<file path="config.mk">
export PLATFORM = sky130hd
export DESIGN_NAME = lidar_scanline_point_clusterer
export DESIGN_NICKNAME = d
export VERILOG_FILES = /design/src/hdl/lspc_pkg.sv /design/src/hdl/lspc_near_unit.sv /design/src/hdl/lidar_scanline_point_clusterer.sv
export SDC_FILE = /design/constraint.sdc
export NUM_CORES = 2
export LEC_CHECK = 0
export BUFFER_PORTS_ARGS = -buffer_cell sky130_fd_sc_hd__buf_2
export CELL_PAD_IN_SITES_DETAIL_PLACEMENT = 1
export CELL_PAD_IN_SITES_GLOBAL_PLACEMENT = 2
export CORE_MARGIN = 2
export CORE_UTILIZATION = 41
export CTS_BUF_LIST = sky130_fd_sc_hd__clkbuf_8 sky130_fd_sc_hd__clkbuf_16
export DETAILED_ROUTE_END_ITERATION = 8
export GPL_TIMING_DRIVEN = 0
export PLACE_DENSITY = 0.91
export SLEW_MARGIN = 20
export SYNTH_ARGS = -nofsm -noshare
export SYNTH_HDL_FRONTEND = slang
export SYNTH_SLANG_ARGS = --single-unit
</file>
<file path="constraint.sdc">
create_clock -name clk -period 14.77 [get_ports clk]
set_input_delay 3.6925 -clock clk [delete_from_list [all_inputs] [get_ports clk]]
set_output_delay 3.6925 -clock clk [all_outputs]
set_load 0.01 [all_outputs]
</file>
<file path="src/hdl/lspc_pkg.sv">
package lspc_pkg;

  // Point and frame geometry.
  localparam int COORD_W  = 18;
  localparam int INTEN_W  = 8;
  localparam int IDX_W    = 16;
  localparam int COUNT_W  = 17;
  localparam int BASE_W   = 16;

  // Arithmetic widths of the shared unit.
  localparam int OP_W     = COORD_W + 1;        // magnitude of a coordinate difference
  localparam int PROD_W   = 2 * OP_W;
  localparam int RAD_W    = 2 * COORD_W;        // x^2 + y^2
  localparam int ROOT_W   = COORD_W;            // integer root of the radius square
  localparam int THR_W    = BASE_W + 1;
  localparam int ROOT_STEPS = ROOT_W;
  localparam int STEP_W   = $clog2(ROOT_STEPS + 1);

  // 0.02 as a fraction of 2^16.
  localparam logic [OP_W-1:0] RANGE_SCALE = OP_W'(1311);
  localparam int SCALE_SHIFT = 16;
  localparam int SCALE_KEEP  = 12;

  localparam logic [COUNT_W-1:0] SIZE_CAP = COUNT_W'(65536);

  // Stream packing.
  localparam int S_TDATA_W = 64;
  localparam int M_TDATA_W = 40;
  localparam int M_PAD_W   = M_TDATA_W - IDX_W - COUNT_W;

  // Configuration register indexes.
  localparam int CFG_IDX_W = 2;
  localparam int CFG_DATA_W = 17;
  localparam logic [CFG_IDX_W-1:0] REG_BASE_DIST  = 2'd0;
  localparam logic [CFG_IDX_W-1:0] REG_INTEN_JUMP = 2'd1;
  localparam logic [CFG_IDX_W-1:0] REG_MIN_POINTS = 2'd2;
  localparam logic [CFG_IDX_W-1:0] REG_MAX_POINTS = 2'd3;

  typedef logic signed [COORD_W-1:0] coord_t;

  // Request to the neighbour test unit; the operands are held stable until done.
  typedef struct packed {
    logic               start;
    coord_t             cur_x;
    coord_t             cur_y;
    coord_t             cur_z;
    coord_t             prev_x;
    coord_t             prev_y;
    coord_t             prev_z;
    logic [BASE_W-1:0]  base_dist;
  } lspc_req_t;

  typedef struct packed {
    logic done;
    logic near;
  } lspc_res_t;

  function automatic logic [OP_W-1:0] lspc_abs(input logic signed [OP_W-1:0] v);
    lspc_abs = v[OP_W-1] ? OP_W'(-v) : OP_W'(v);
  endfunction

endpackage

</file>
<file path="src/hdl/lspc_near_unit.sv">
module lspc_near_unit
  import lspc_pkg::*;
(
  input  logic      clk,
  input  logic      rst,
  input  lspc_req_t req,
  output lspc_res_t res
);

  typedef enum logic [9:0] {
    U_IDLE  = 10'b0000000001,
    U_SQX   = 10'b0000000010,
    U_SQY   = 10'b0000000100,
    U_SQDX  = 10'b0000001000,
    U_SQDY  = 10'b0000010000,
    U_SQDZ  = 10'b0000100000,
    U_ROOT  = 10'b0001000000,
    U_SCALE = 10'b0010000000,
    U_THR   = 10'b0100000000,
    U_CMP   = 10'b1000000000
  } ustate_t;

  localparam logic [RAD_W-1:0] BIT_INIT = RAD_W'(1) << (2 * (ROOT_W - 1));

  ustate_t state;
  ustate_t state_next;

  logic [STEP_W-1:0] step_cnt;
  logic [RAD_W-1:0]  rad;
  logic [RAD_W-1:0]  root;
  logic [RAD_W-1:0]  root_bit;
  logic [PROD_W-1:0] sep_sq;
  logic [THR_W-1:0]  thr;
  logic [PROD_W-1:0] thr_sq;

  logic [OP_W-1:0]   mul_a;
  logic [OP_W-1:0]   mul_b;
  logic [PROD_W-1:0] prod;
  logic [RAD_W-1:0]  trial;
  logic              fits;

  logic signed [OP_W-1:0] dx;
  logic signed [OP_W-1:0] dy;
  logic signed [OP_W-1:0] dz;

  assign dx = {req.cur_x[COORD_W-1], req.cur_x} - {req.prev_x[COORD_W-1], req.prev_x};
  assign dy = {req.cur_y[COORD_W-1], req.cur_y} - {req.prev_y[COORD_W-1], req.prev_y};
  assign dz = {req.cur_z[COORD_W-1], req.cur_z} - {req.prev_z[COORD_W-1], req.prev_z};

  // Operand selection for the one shared multiplier.
  always_comb begin
    mul_a = '0;
    mul_b = '0;
    unique case (state)
      U_SQX: begin
        mul_a = lspc_abs({req.cur_x[COORD_W-1], req.cur_x});
        mul_b = mul_a;
      end
      U_SQY: begin
        mul_a = lspc_abs({req.cur_y[COORD_W-1], req.cur_y});
        mul_b = mul_a;
      end
      U_SQDX: begin
        mul_a = lspc_abs(dx);
        mul_b = mul_a;
      end
      U_SQDY: begin
        mul_a = lspc_abs(dy);
        mul_b = mul_a;
      end
      U_SQDZ: begin
        mul_a = lspc_abs(dz);
        mul_b = mul_a;
      end
      U_SCALE: begin
        mul_a = {1'b0, root[ROOT_W-1:0]};
        mul_b = RANGE_SCALE;
      end
      U_THR: begin
        mul_a = {{(OP_W - THR_W){1'b0}}, thr};
        mul_b = mul_a;
      end
      default: begin
        mul_a = '0;
        mul_b = '0;
      end
    endcase
  end

  assign prod  = mul_a * mul_b;
  assign trial = root + root_bit;
  assign fits  = rad >= trial;

  always_comb begin
    state_next = state;
    unique case (state)
      U_IDLE:  if (req.start) state_next = U_SQX;
      U_SQX:   state_next = U_SQY;
      U_SQY:   state_next = U_SQDX;
      U_SQDX:  state_next = U_SQDY;
      U_SQDY:  state_next = U_SQDZ;
      U_SQDZ:  state_next = U_ROOT;
      U_ROOT:  if (step_cnt == STEP_W'(ROOT_STEPS - 1)) state_next = U_SCALE;
      U_SCALE: state_next = U_THR;
      U_THR:   state_next = U_CMP;
      U_CMP:   state_next = U_IDLE;
      default: state_next = U_IDLE;
    endcase
  end

  always_ff @(posedge clk) begin
    if (rst) begin
      state    <= U_IDLE;
      step_cnt <= '0;
    end else begin
      state <= state_next;
      if (state == U_SQDZ) begin
        step_cnt <= '0;
      end else if (state == U_ROOT) begin
        step_cnt <= step_cnt + STEP_W'(1);
      end
    end
  end

  always_ff @(posedge clk) begin
    unique case (state)
      U_SQX:  rad <= prod[RAD_W-1:0];
      U_SQY:  rad <= rad + prod[RAD_W-1:0];
      U_SQDX: sep_sq <= prod;
      U_SQDY: sep_sq <= sep_sq + prod;
      U_SQDZ: begin
        sep_sq   <= sep_sq + prod;
        root     <= '0;
        root_bit <= BIT_INIT;
      end
      U_ROOT: begin
        // One result bit per cycle of the restoring square root.
        if (fits) begin
          rad  <= rad - trial;
          root <= (root >> 1) + root_bit;
        end else begin
          root <= root >> 1;
        end
        root_bit <= root_bit >> 2;
      end
      U_SCALE: thr <= THR_W'(req.base_dist) +
                      THR_W'(prod[SCALE_SHIFT +: SCALE_KEEP]);
      U_THR:   thr_sq <= prod;
      default: begin
      end
    endcase
  end

  assign res.done = (state == U_CMP);
  assign res.near = sep_sq < thr_sq;

endmodule

</file>
<file path="src/hdl/lidar_scanline_point_clusterer.sv">
// Scan-line point clusterer. Points enter on the slave stream in firing order and are
// grouped into runs of neighbouring points: a point joins the open cluster when its squared
// distance to the previous point is below (base_distance_mm + 0.02 * range)^2, where range
// is the integer root of x^2 + y^2 of the new point, and its intensity step is within
// intensity_jump_limit. A break reports the closed cluster (first index, size, accepted
// flag on tuser); a point with tlast set also reports the cluster that holds it, with
// tlast set on that report, and the next point starts a new frame at index 0. A point with
// a predecessor is decided after the five squarings, the 18 one-bit steps of the square
// root, the range scaling, the squaring of the threshold and the comparison; a single
// 19 x 19 multiplier serves the five squarings, the range scaling and the squaring of the
// threshold. The first point of a frame is decided in the cycle after its request is
// accepted. The block then returns to idle, where the next request can be taken, so a new
// point is taken only once the previous one is decided. Each report adds a state in which
// the result is moved to the output register once it is free; the register then holds it
// until the downstream side takes it while the next request is already being accepted.
// Configuration writes are always taken and should only be made while the block is idle.
// Cluster sizes saturate at 65536 and point indexes wrap at 65536.
module lidar_scanline_point_clusterer
  import lspc_pkg::*;
(
  input  logic                  clk,
  input  logic                  rst,
  // Input points.
  input  logic                  s_tvalid,
  output logic                  s_tready,
  input  logic [S_TDATA_W-1:0]  s_tdata,   // pos_x, pos_y, pos_z, intensity, zero pad
  input  logic                  s_tlast,   // frame_end
  // Cluster reports.
  output logic                  m_tvalid,
  input  logic                  m_tready,
  output logic [M_TDATA_W-1:0]  m_tdata,   // first_index, point_count, zero pad
  output logic                  m_tuser,   // accepted
  output logic                  m_tlast,   // frame_done
  // Configuration writes.
  input  logic                  cfg_valid,
  output logic                  cfg_ready,
  input  logic [CFG_IDX_W-1:0]  cfg_index,
  input  logic [CFG_DATA_W-1:0] cfg_data
);

  typedef enum logic [5:0] {
    T_IDLE  = 6'b000001,
    T_CHECK = 6'b000010,
    T_WAIT  = 6'b000100,
    T_BREAK = 6'b001000,
    T_FRAME = 6'b010000,
    T_SPARE = 6'b100000
  } tstate_t;

  tstate_t state;

  // Configuration.
  logic [BASE_W-1:0]  base_dist;
  logic [INTEN_W-1:0] jump_limit;
  logic [COUNT_W-1:0] min_points;
  logic [COUNT_W-1:0] max_points;

  // Clustering state.
  coord_t             prev_x;
  coord_t             prev_y;
  coord_t             prev_z;
  logic [INTEN_W-1:0] prev_inten;
  logic               have_prev;
  logic [IDX_W-1:0]   point_index;
  logic [IDX_W-1:0]   cluster_start;
  logic [COUNT_W-1:0] cluster_size;

  // Point under work.
  coord_t             cur_x;
  coord_t             cur_y;
  coord_t             cur_z;
  logic [INTEN_W-1:0] cur_inten;
  logic               cur_end;
  logic               inten_ok;

  // Output register.
  logic [IDX_W-1:0]   out_first;
  logic [COUNT_W-1:0] out_count;
  logic               out_acc;
  logic               out_last;

  lspc_req_t          near_req;
  lspc_res_t          near_res;

  logic               in_acc;
  logic               out_free;
  logic               out_load;
  logic               commit;
  logic               join_ok;
  logic [INTEN_W-1:0] inten_step;
  logic               size_ok;

  assign cfg_ready = 1'b1;
  assign s_tready  = (state == T_IDLE);
  assign in_acc    = s_tvalid && s_tready;
  assign out_free  = !m_tvalid || m_tready;
  assign out_load  = ((state == T_BREAK) || (state == T_FRAME)) && out_free;
  assign join_ok   = near_res.near && inten_ok;

  // A point is folded into the history once its cluster decision has been carried out.
  assign commit = ((state == T_CHECK) && !have_prev) ||
                  ((state == T_WAIT) && near_res.done && join_ok) ||
                  ((state == T_BREAK) && out_free);

  assign inten_step = (cur_inten > prev_inten) ? (cur_inten - prev_inten)
                                               : (prev_inten - cur_inten);
  assign size_ok    = (cluster_size >= min_points) && (cluster_size <= max_points);

  assign near_req.start     = (state == T_CHECK) && have_prev;
  assign near_req.cur_x     = cur_x;
  assign near_req.cur_y     = cur_y;
  assign near_req.cur_z     = cur_z;
  assign near_req.prev_x    = prev_x;
  assign near_req.prev_y    = prev_y;
  assign near_req.prev_z    = prev_z;
  assign near_req.base_dist = base_dist;

  lspc_near_unit u_near (
    .clk (clk),
    .rst (rst),
    .req (near_req),
    .res (near_res)
  );

  // Configuration register file.
  always_ff @(posedge clk) begin
    if (rst) begin
      base_dist  <= BASE_W'(500);
      jump_limit <= INTEN_W'(20);
      min_points <= COUNT_W'(3);
      max_points <= COUNT_W'(1000);
    end else if (cfg_valid && cfg_ready) begin
      unique case (cfg_index)
        REG_BASE_DIST:  base_dist  <= cfg_data[BASE_W-1:0];
        REG_INTEN_JUMP: jump_limit <= cfg_data[INTEN_W-1:0];
        REG_MIN_POINTS: min_points <= cfg_data[COUNT_W-1:0];
        REG_MAX_POINTS: max_points <= cfg_data[COUNT_W-1:0];
        default: begin
        end
      endcase
    end
  end

  // Sequencer and clustering state.
  always_ff @(posedge clk) begin
    if (rst) begin
      state         <= T_IDLE;
      have_prev     <= 1'b0;
      point_index   <= '0;
      cluster_start <= '0;
      cluster_size  <= '0;
      prev_x        <= '0;
      prev_y        <= '0;
      prev_z        <= '0;
      prev_inten    <= '0;
    end else begin
      unique case (state)
        T_IDLE: begin
          if (in_acc) state <= T_CHECK;
        end
        T_CHECK: begin
          if (have_prev) begin
            state <= T_WAIT;
          end else begin
            cluster_start <= point_index;
            cluster_size  <= COUNT_W'(1);
            state         <= cur_end ? T_FRAME : T_IDLE;
          end
        end
        T_WAIT: begin
          if (near_res.done) begin
            if (join_ok) begin
              if (cluster_size != SIZE_CAP) cluster_size <= cluster_size + COUNT_W'(1);
              state <= cur_end ? T_FRAME : T_IDLE;
            end else begin
              state <= T_BREAK;
            end
          end
        end
        T_BREAK: begin
          // The closed cluster is loaded into the output register once it is free; the new one starts at this point.
          if (out_free) begin
            cluster_start <= point_index;
            cluster_size  <= COUNT_W'(1);
            state         <= cur_end ? T_FRAME : T_IDLE;
          end
        end
        T_FRAME: begin
          if (out_free) state <= T_IDLE;
        end
        default: state <= T_IDLE;
      endcase

      if (commit) begin
        prev_x      <= cur_x;
        prev_y      <= cur_y;
        prev_z      <= cur_z;
        prev_inten  <= cur_inten;
        have_prev   <= 1'b1;
        point_index <= point_index + IDX_W'(1);
      end

      if ((state == T_FRAME) && out_free) begin
        have_prev   <= 1'b0;
        point_index <= '0;
      end
    end
  end

  // Capture of the point under work.
  always_ff @(posedge clk) begin
    if (in_acc) begin
      cur_x     <= s_tdata[COORD_W-1:0];
      cur_y     <= s_tdata[2*COORD_W-1:COORD_W];
      cur_z     <= s_tdata[3*COORD_W-1:2*COORD_W];
      cur_inten <= s_tdata[3*COORD_W+INTEN_W-1:3*COORD_W];
      cur_end   <= s_tlast;
    end
    if (state == T_CHECK) inten_ok <= inten_step <= jump_limit;
  end

  // Output register.
  always_ff @(posedge clk) begin
    if (rst) begin
      m_tvalid <= 1'b0;
    end else if (out_load) begin
      m_tvalid <= 1'b1;
    end else if (m_tready) begin
      m_tvalid <= 1'b0;
    end
  end

  always_ff @(posedge clk) begin
    if (out_load) begin
      out_first <= cluster_start;
      out_count <= cluster_size;
      out_acc   <= size_ok;
      out_last  <= (state == T_FRAME);
    end
  end

  assign m_tdata = {{M_PAD_W{1'b0}}, out_count, out_first};
  assign m_tuser = out_acc;
  assign m_tlast = out_last;

endmodule
</file>
==> out/qor.txt <==
status = completed
wire per inst = 22.4 µm
skew final = 88.1 ps
area leader, netlist = edfxtp_1
share of post-route cells with drive strength above 1 = 6.47%
Clock power frac = 30.9%
Crit-path slowest cell = a2111oi_1
Cells after DPL = 6825
clk slew on worst S/H paths = 60 ps
Setup Fix Bufs, Post-CTS = 0
share of synthesized registers carrying an async set or reset = 0%
CTS root buf = clkbuf_16
Worst setup EP type = register
register area share after synthesis = 27.0%
Seq pwr share = 34.9%
max-cap violation count = 0
Non-Filler Instances = 6930
total clock buffers created by CTS = 56
drt drc = 0
DRT met1 WL = 70000 µm
nets = 6222
critical path type = reg -> reg
synth warn = 0
worst vdd rail ir drop = 84.8 µV
global route overflow = 0
fmax = 0.0706 GHz
Yosys reg bits = 473
Primary FF master, synth = edfxtp_1
Worst-Skew Late Latency = 700 ps
via count = 39200
routed wl met3 = 7790 µm
Placed Area = 48300 µm²
Final Hold Vio Count = 0
Switching Share = 36.9%
Worst Hold Class = reg -> reg
Rows = 122
Ports = 134
WL met2 = 71900 µm
synth unique cells = 107
WP data arrival = 14560 ps
first-pass GRT wire length = 239000 µm
Slew Limit Headroom = 16.0%
Crit path required time = 15170 ps
leakage power = 21.5 nW
Area Overhead vs Synth = 10.1%
final setup vio count = 0
Top Metal Used = met5
Final Max Slew Viols = 0
worst r2r dst = u_near.sep_sq[37]$_DFFE_PP_
Max FO, Critical Path = 10
RSZ-0062 raised after global routing = no
minimum clock period = 14150 ps
CTS sink count = 473
Avg Inst Size Synth = 8.77 µm²
# port buffers = 121
RD Place Congestion = 0.942
final HPWL from detailed placement = 123000 µm
CTS tree = built
core box area = 110000 µm²
# hold bufs at CTS = 0
hold path startpoint = cluster_start[15]$_SDFFE_PP0P_
top post-synthesis cells by area = edfxtp_1 (19%), fa_1 (13%), ha_1 (12%)
cell area after synthesis = 45500 µm²
final core occ = 45.4%
Post-synth EDFFs = 282
hold path depth = 0
initial antenna violation count = 10
worst reg2reg path startpoint = cur_z[0]$_DFFE_PP_
combinational group share of total power = 34.2%
Psw = 1.59 mW
R2R Setup Slk = 620 ps
fin area = 50100 µm²
die area = 114000 µm²
deepest clock path buffer count = 3
Int Pwr = 2.71 mW
Die Ht = 337 µm
final total power = 4.29 mW
worst slew pin tran = 1260 ps
share of the synthesized area in the top cell type = 18.6%
CP max stage delay = 1140 ps
Mapped Cells = 5185
DRT antenna net count = 0
GRT Resource Usage Total = 27.1%
largest net degree at the start of global routing = 57
H-tree depth = 2
Final period util = 95.8%
Die Span X = 337 µm
pwr/cell area = 85.7 nW/µm²
Reg2Reg Depth = 47
drt total wl = 155000 µm
Resize count post-CTS = 0
via density per instance = 5.66
1st-iter DRT viols = 2853
CP Launch Type = register
vias in the first global route = 40700
Fin Setup TNS = 0 ps
Initial Util = 41.2%
Hold Path End = out_first[15]$_DFFE_PP_
TritonRoute pass-1 iters = 8
sequential cells by signal (all words and copies together), names as in the netlist, 36 cells and up:
register       flops
u_near.rad        36
u_near.root       36
u_near.sep_sq     38
u_near.thr_sq     38
how the worst max path moves through the flow:
stage / startpoint / endpoint / slack, ps
floorplan: u_near.state[5]$_SDFFE_PP0P_ / u_near.sep_sq[37]$_DFFE_PP_ / 3680
global placement: u_near.state[5]$_SDFFE_PP0P_ / u_near.sep_sq[37]$_DFFE_PP_ / -350
detailed placement: cur_z[0]$_DFFE_PP_ / u_near.sep_sq[37]$_DFFE_PP_ / 900
CTS: cur_z[0]$_DFFE_PP_ / u_near.sep_sq[37]$_DFFE_PP_ / 850
global route: cur_z[0]$_DFFE_PP_ / u_near.sep_sq[37]$_DFFE_PP_ / 130
finish: cur_z[0]$_DFFE_PP_ / u_near.sep_sq[37]$_DFFE_PP_ / 620
cell families after synthesis:
family,Yosys count,synth area share [%]
buffers and inverters,789,6.75
xor gates and xnor gates,343,6.63
and+or+nand+nor,1620,17.1
adders and majority gates,738,25.2
muxes,18,0.407
other,2,0.0165
AOI/OAI and AO/OA,1202,16.9
DFF,473,27.0
layer usage:
metal / global-route usage (%) / vias to the layer above
li1: - / 18300
met1: 36.8 / 19800
met2: 44.7 / 942
met3: 3.31 / 251
met4: 9.11 / 2
met5: 0 / -
through the flow:
stage	setup slack, ps	hold slack (ps)
2_1_floorplan	3680	408
3_3_place_gp	-354	416
3_5_place_dp	896	417
4_1_cts	846	432
5_1_grt	126	438
6_report	615	431
cells in the final DEF (no fill, tap or decap), drive strengths merged, types with 81 or more instances in the layout:
| cell type | netlist | layout |
|---|---|---|
| and2 | 93 | 93 |
| a21o | 108 | 108 |
| o21ai | 238 | 238 |
| nand2 | 525 | 525 |
| xor2 | 161 | 161 |
| buf | 57 | 187 |
| fa | 297 | 297 |
| nor3 | 87 | 87 |
| dfxtp | 191 | 191 |
| ha | 441 | 441 |
| nor2 | 447 | 447 |
| a21oi | 394 | 394 |
| xnor2 | 181 | 181 |
| inv | 598 | 618 |
| clkbuf | 132 | 190 |
| nand3 | 81 | 81 |
| edfxtp | 282 | 282 |
final cells by class:
class | instances | area [µm²]
Antenna cell | 3 | 7.51
Buffer | 189 | 822
Clock buffer | 58 | 1450
Clock inverter | 44 | 283
Fill cell | 13100 | 60300
Inverter | 600 | 2250
Multi-Input combinational cell | 3945 | 30300
Sequential cell | 473 | 12300
Tap cell | 1488 | 1860
Timing Repair Buffer | 130 | 762
synthesized netlist by cell type, types with 24 or more instances:
cell and instances:
inv_1 596, nand2_1 525, nor2_1 447, ha_1 441, a21oi_1 393, fa_1 297
edfxtp_1 282, o21ai_0 226, dfxtp_1 191, xnor2_1 181, xor2_1 161, clkbuf_1 131
a21o_1 108, and2_1 91, nor3_1 85, nand3_1 81, nand2b_1 66, nor2b_1 64
a31oi_1 61, o21a_1 53, nand4_1 43, a211oi_1 41, and3_1 39, buf_2 36
o21bai_1 35, o31ai_1 30, a22oi_1 29, or3_1 28, o211ai_1 26, nor3b_1 24
worst max-delay path: cells and delay by family (launching register included):
kind,cells,cell delay [ps]
compound gates,14,4750
xor+xnor,4,1400
fa+ha+maj,10,4170
buf+inv,7,890
flops,1,350
simple gates,12,2310
power by group through the flow:
stage | Combinational, mW | Clock (mW) | Sequential [mW]
after global placement | 1.37 | 0 | 1.53
after detailed placement | 1.44 | 0 | 1.53
after CTS | 1.45 | 1.35 | 1.50
after floorplan | 0.987 | 0 | 1.51
after global routing | 1.61 | 1.40 | 1.50
final | 1.47 | 1.33 | 1.50
Note: power is estimated with default switching activity, not from simulation.
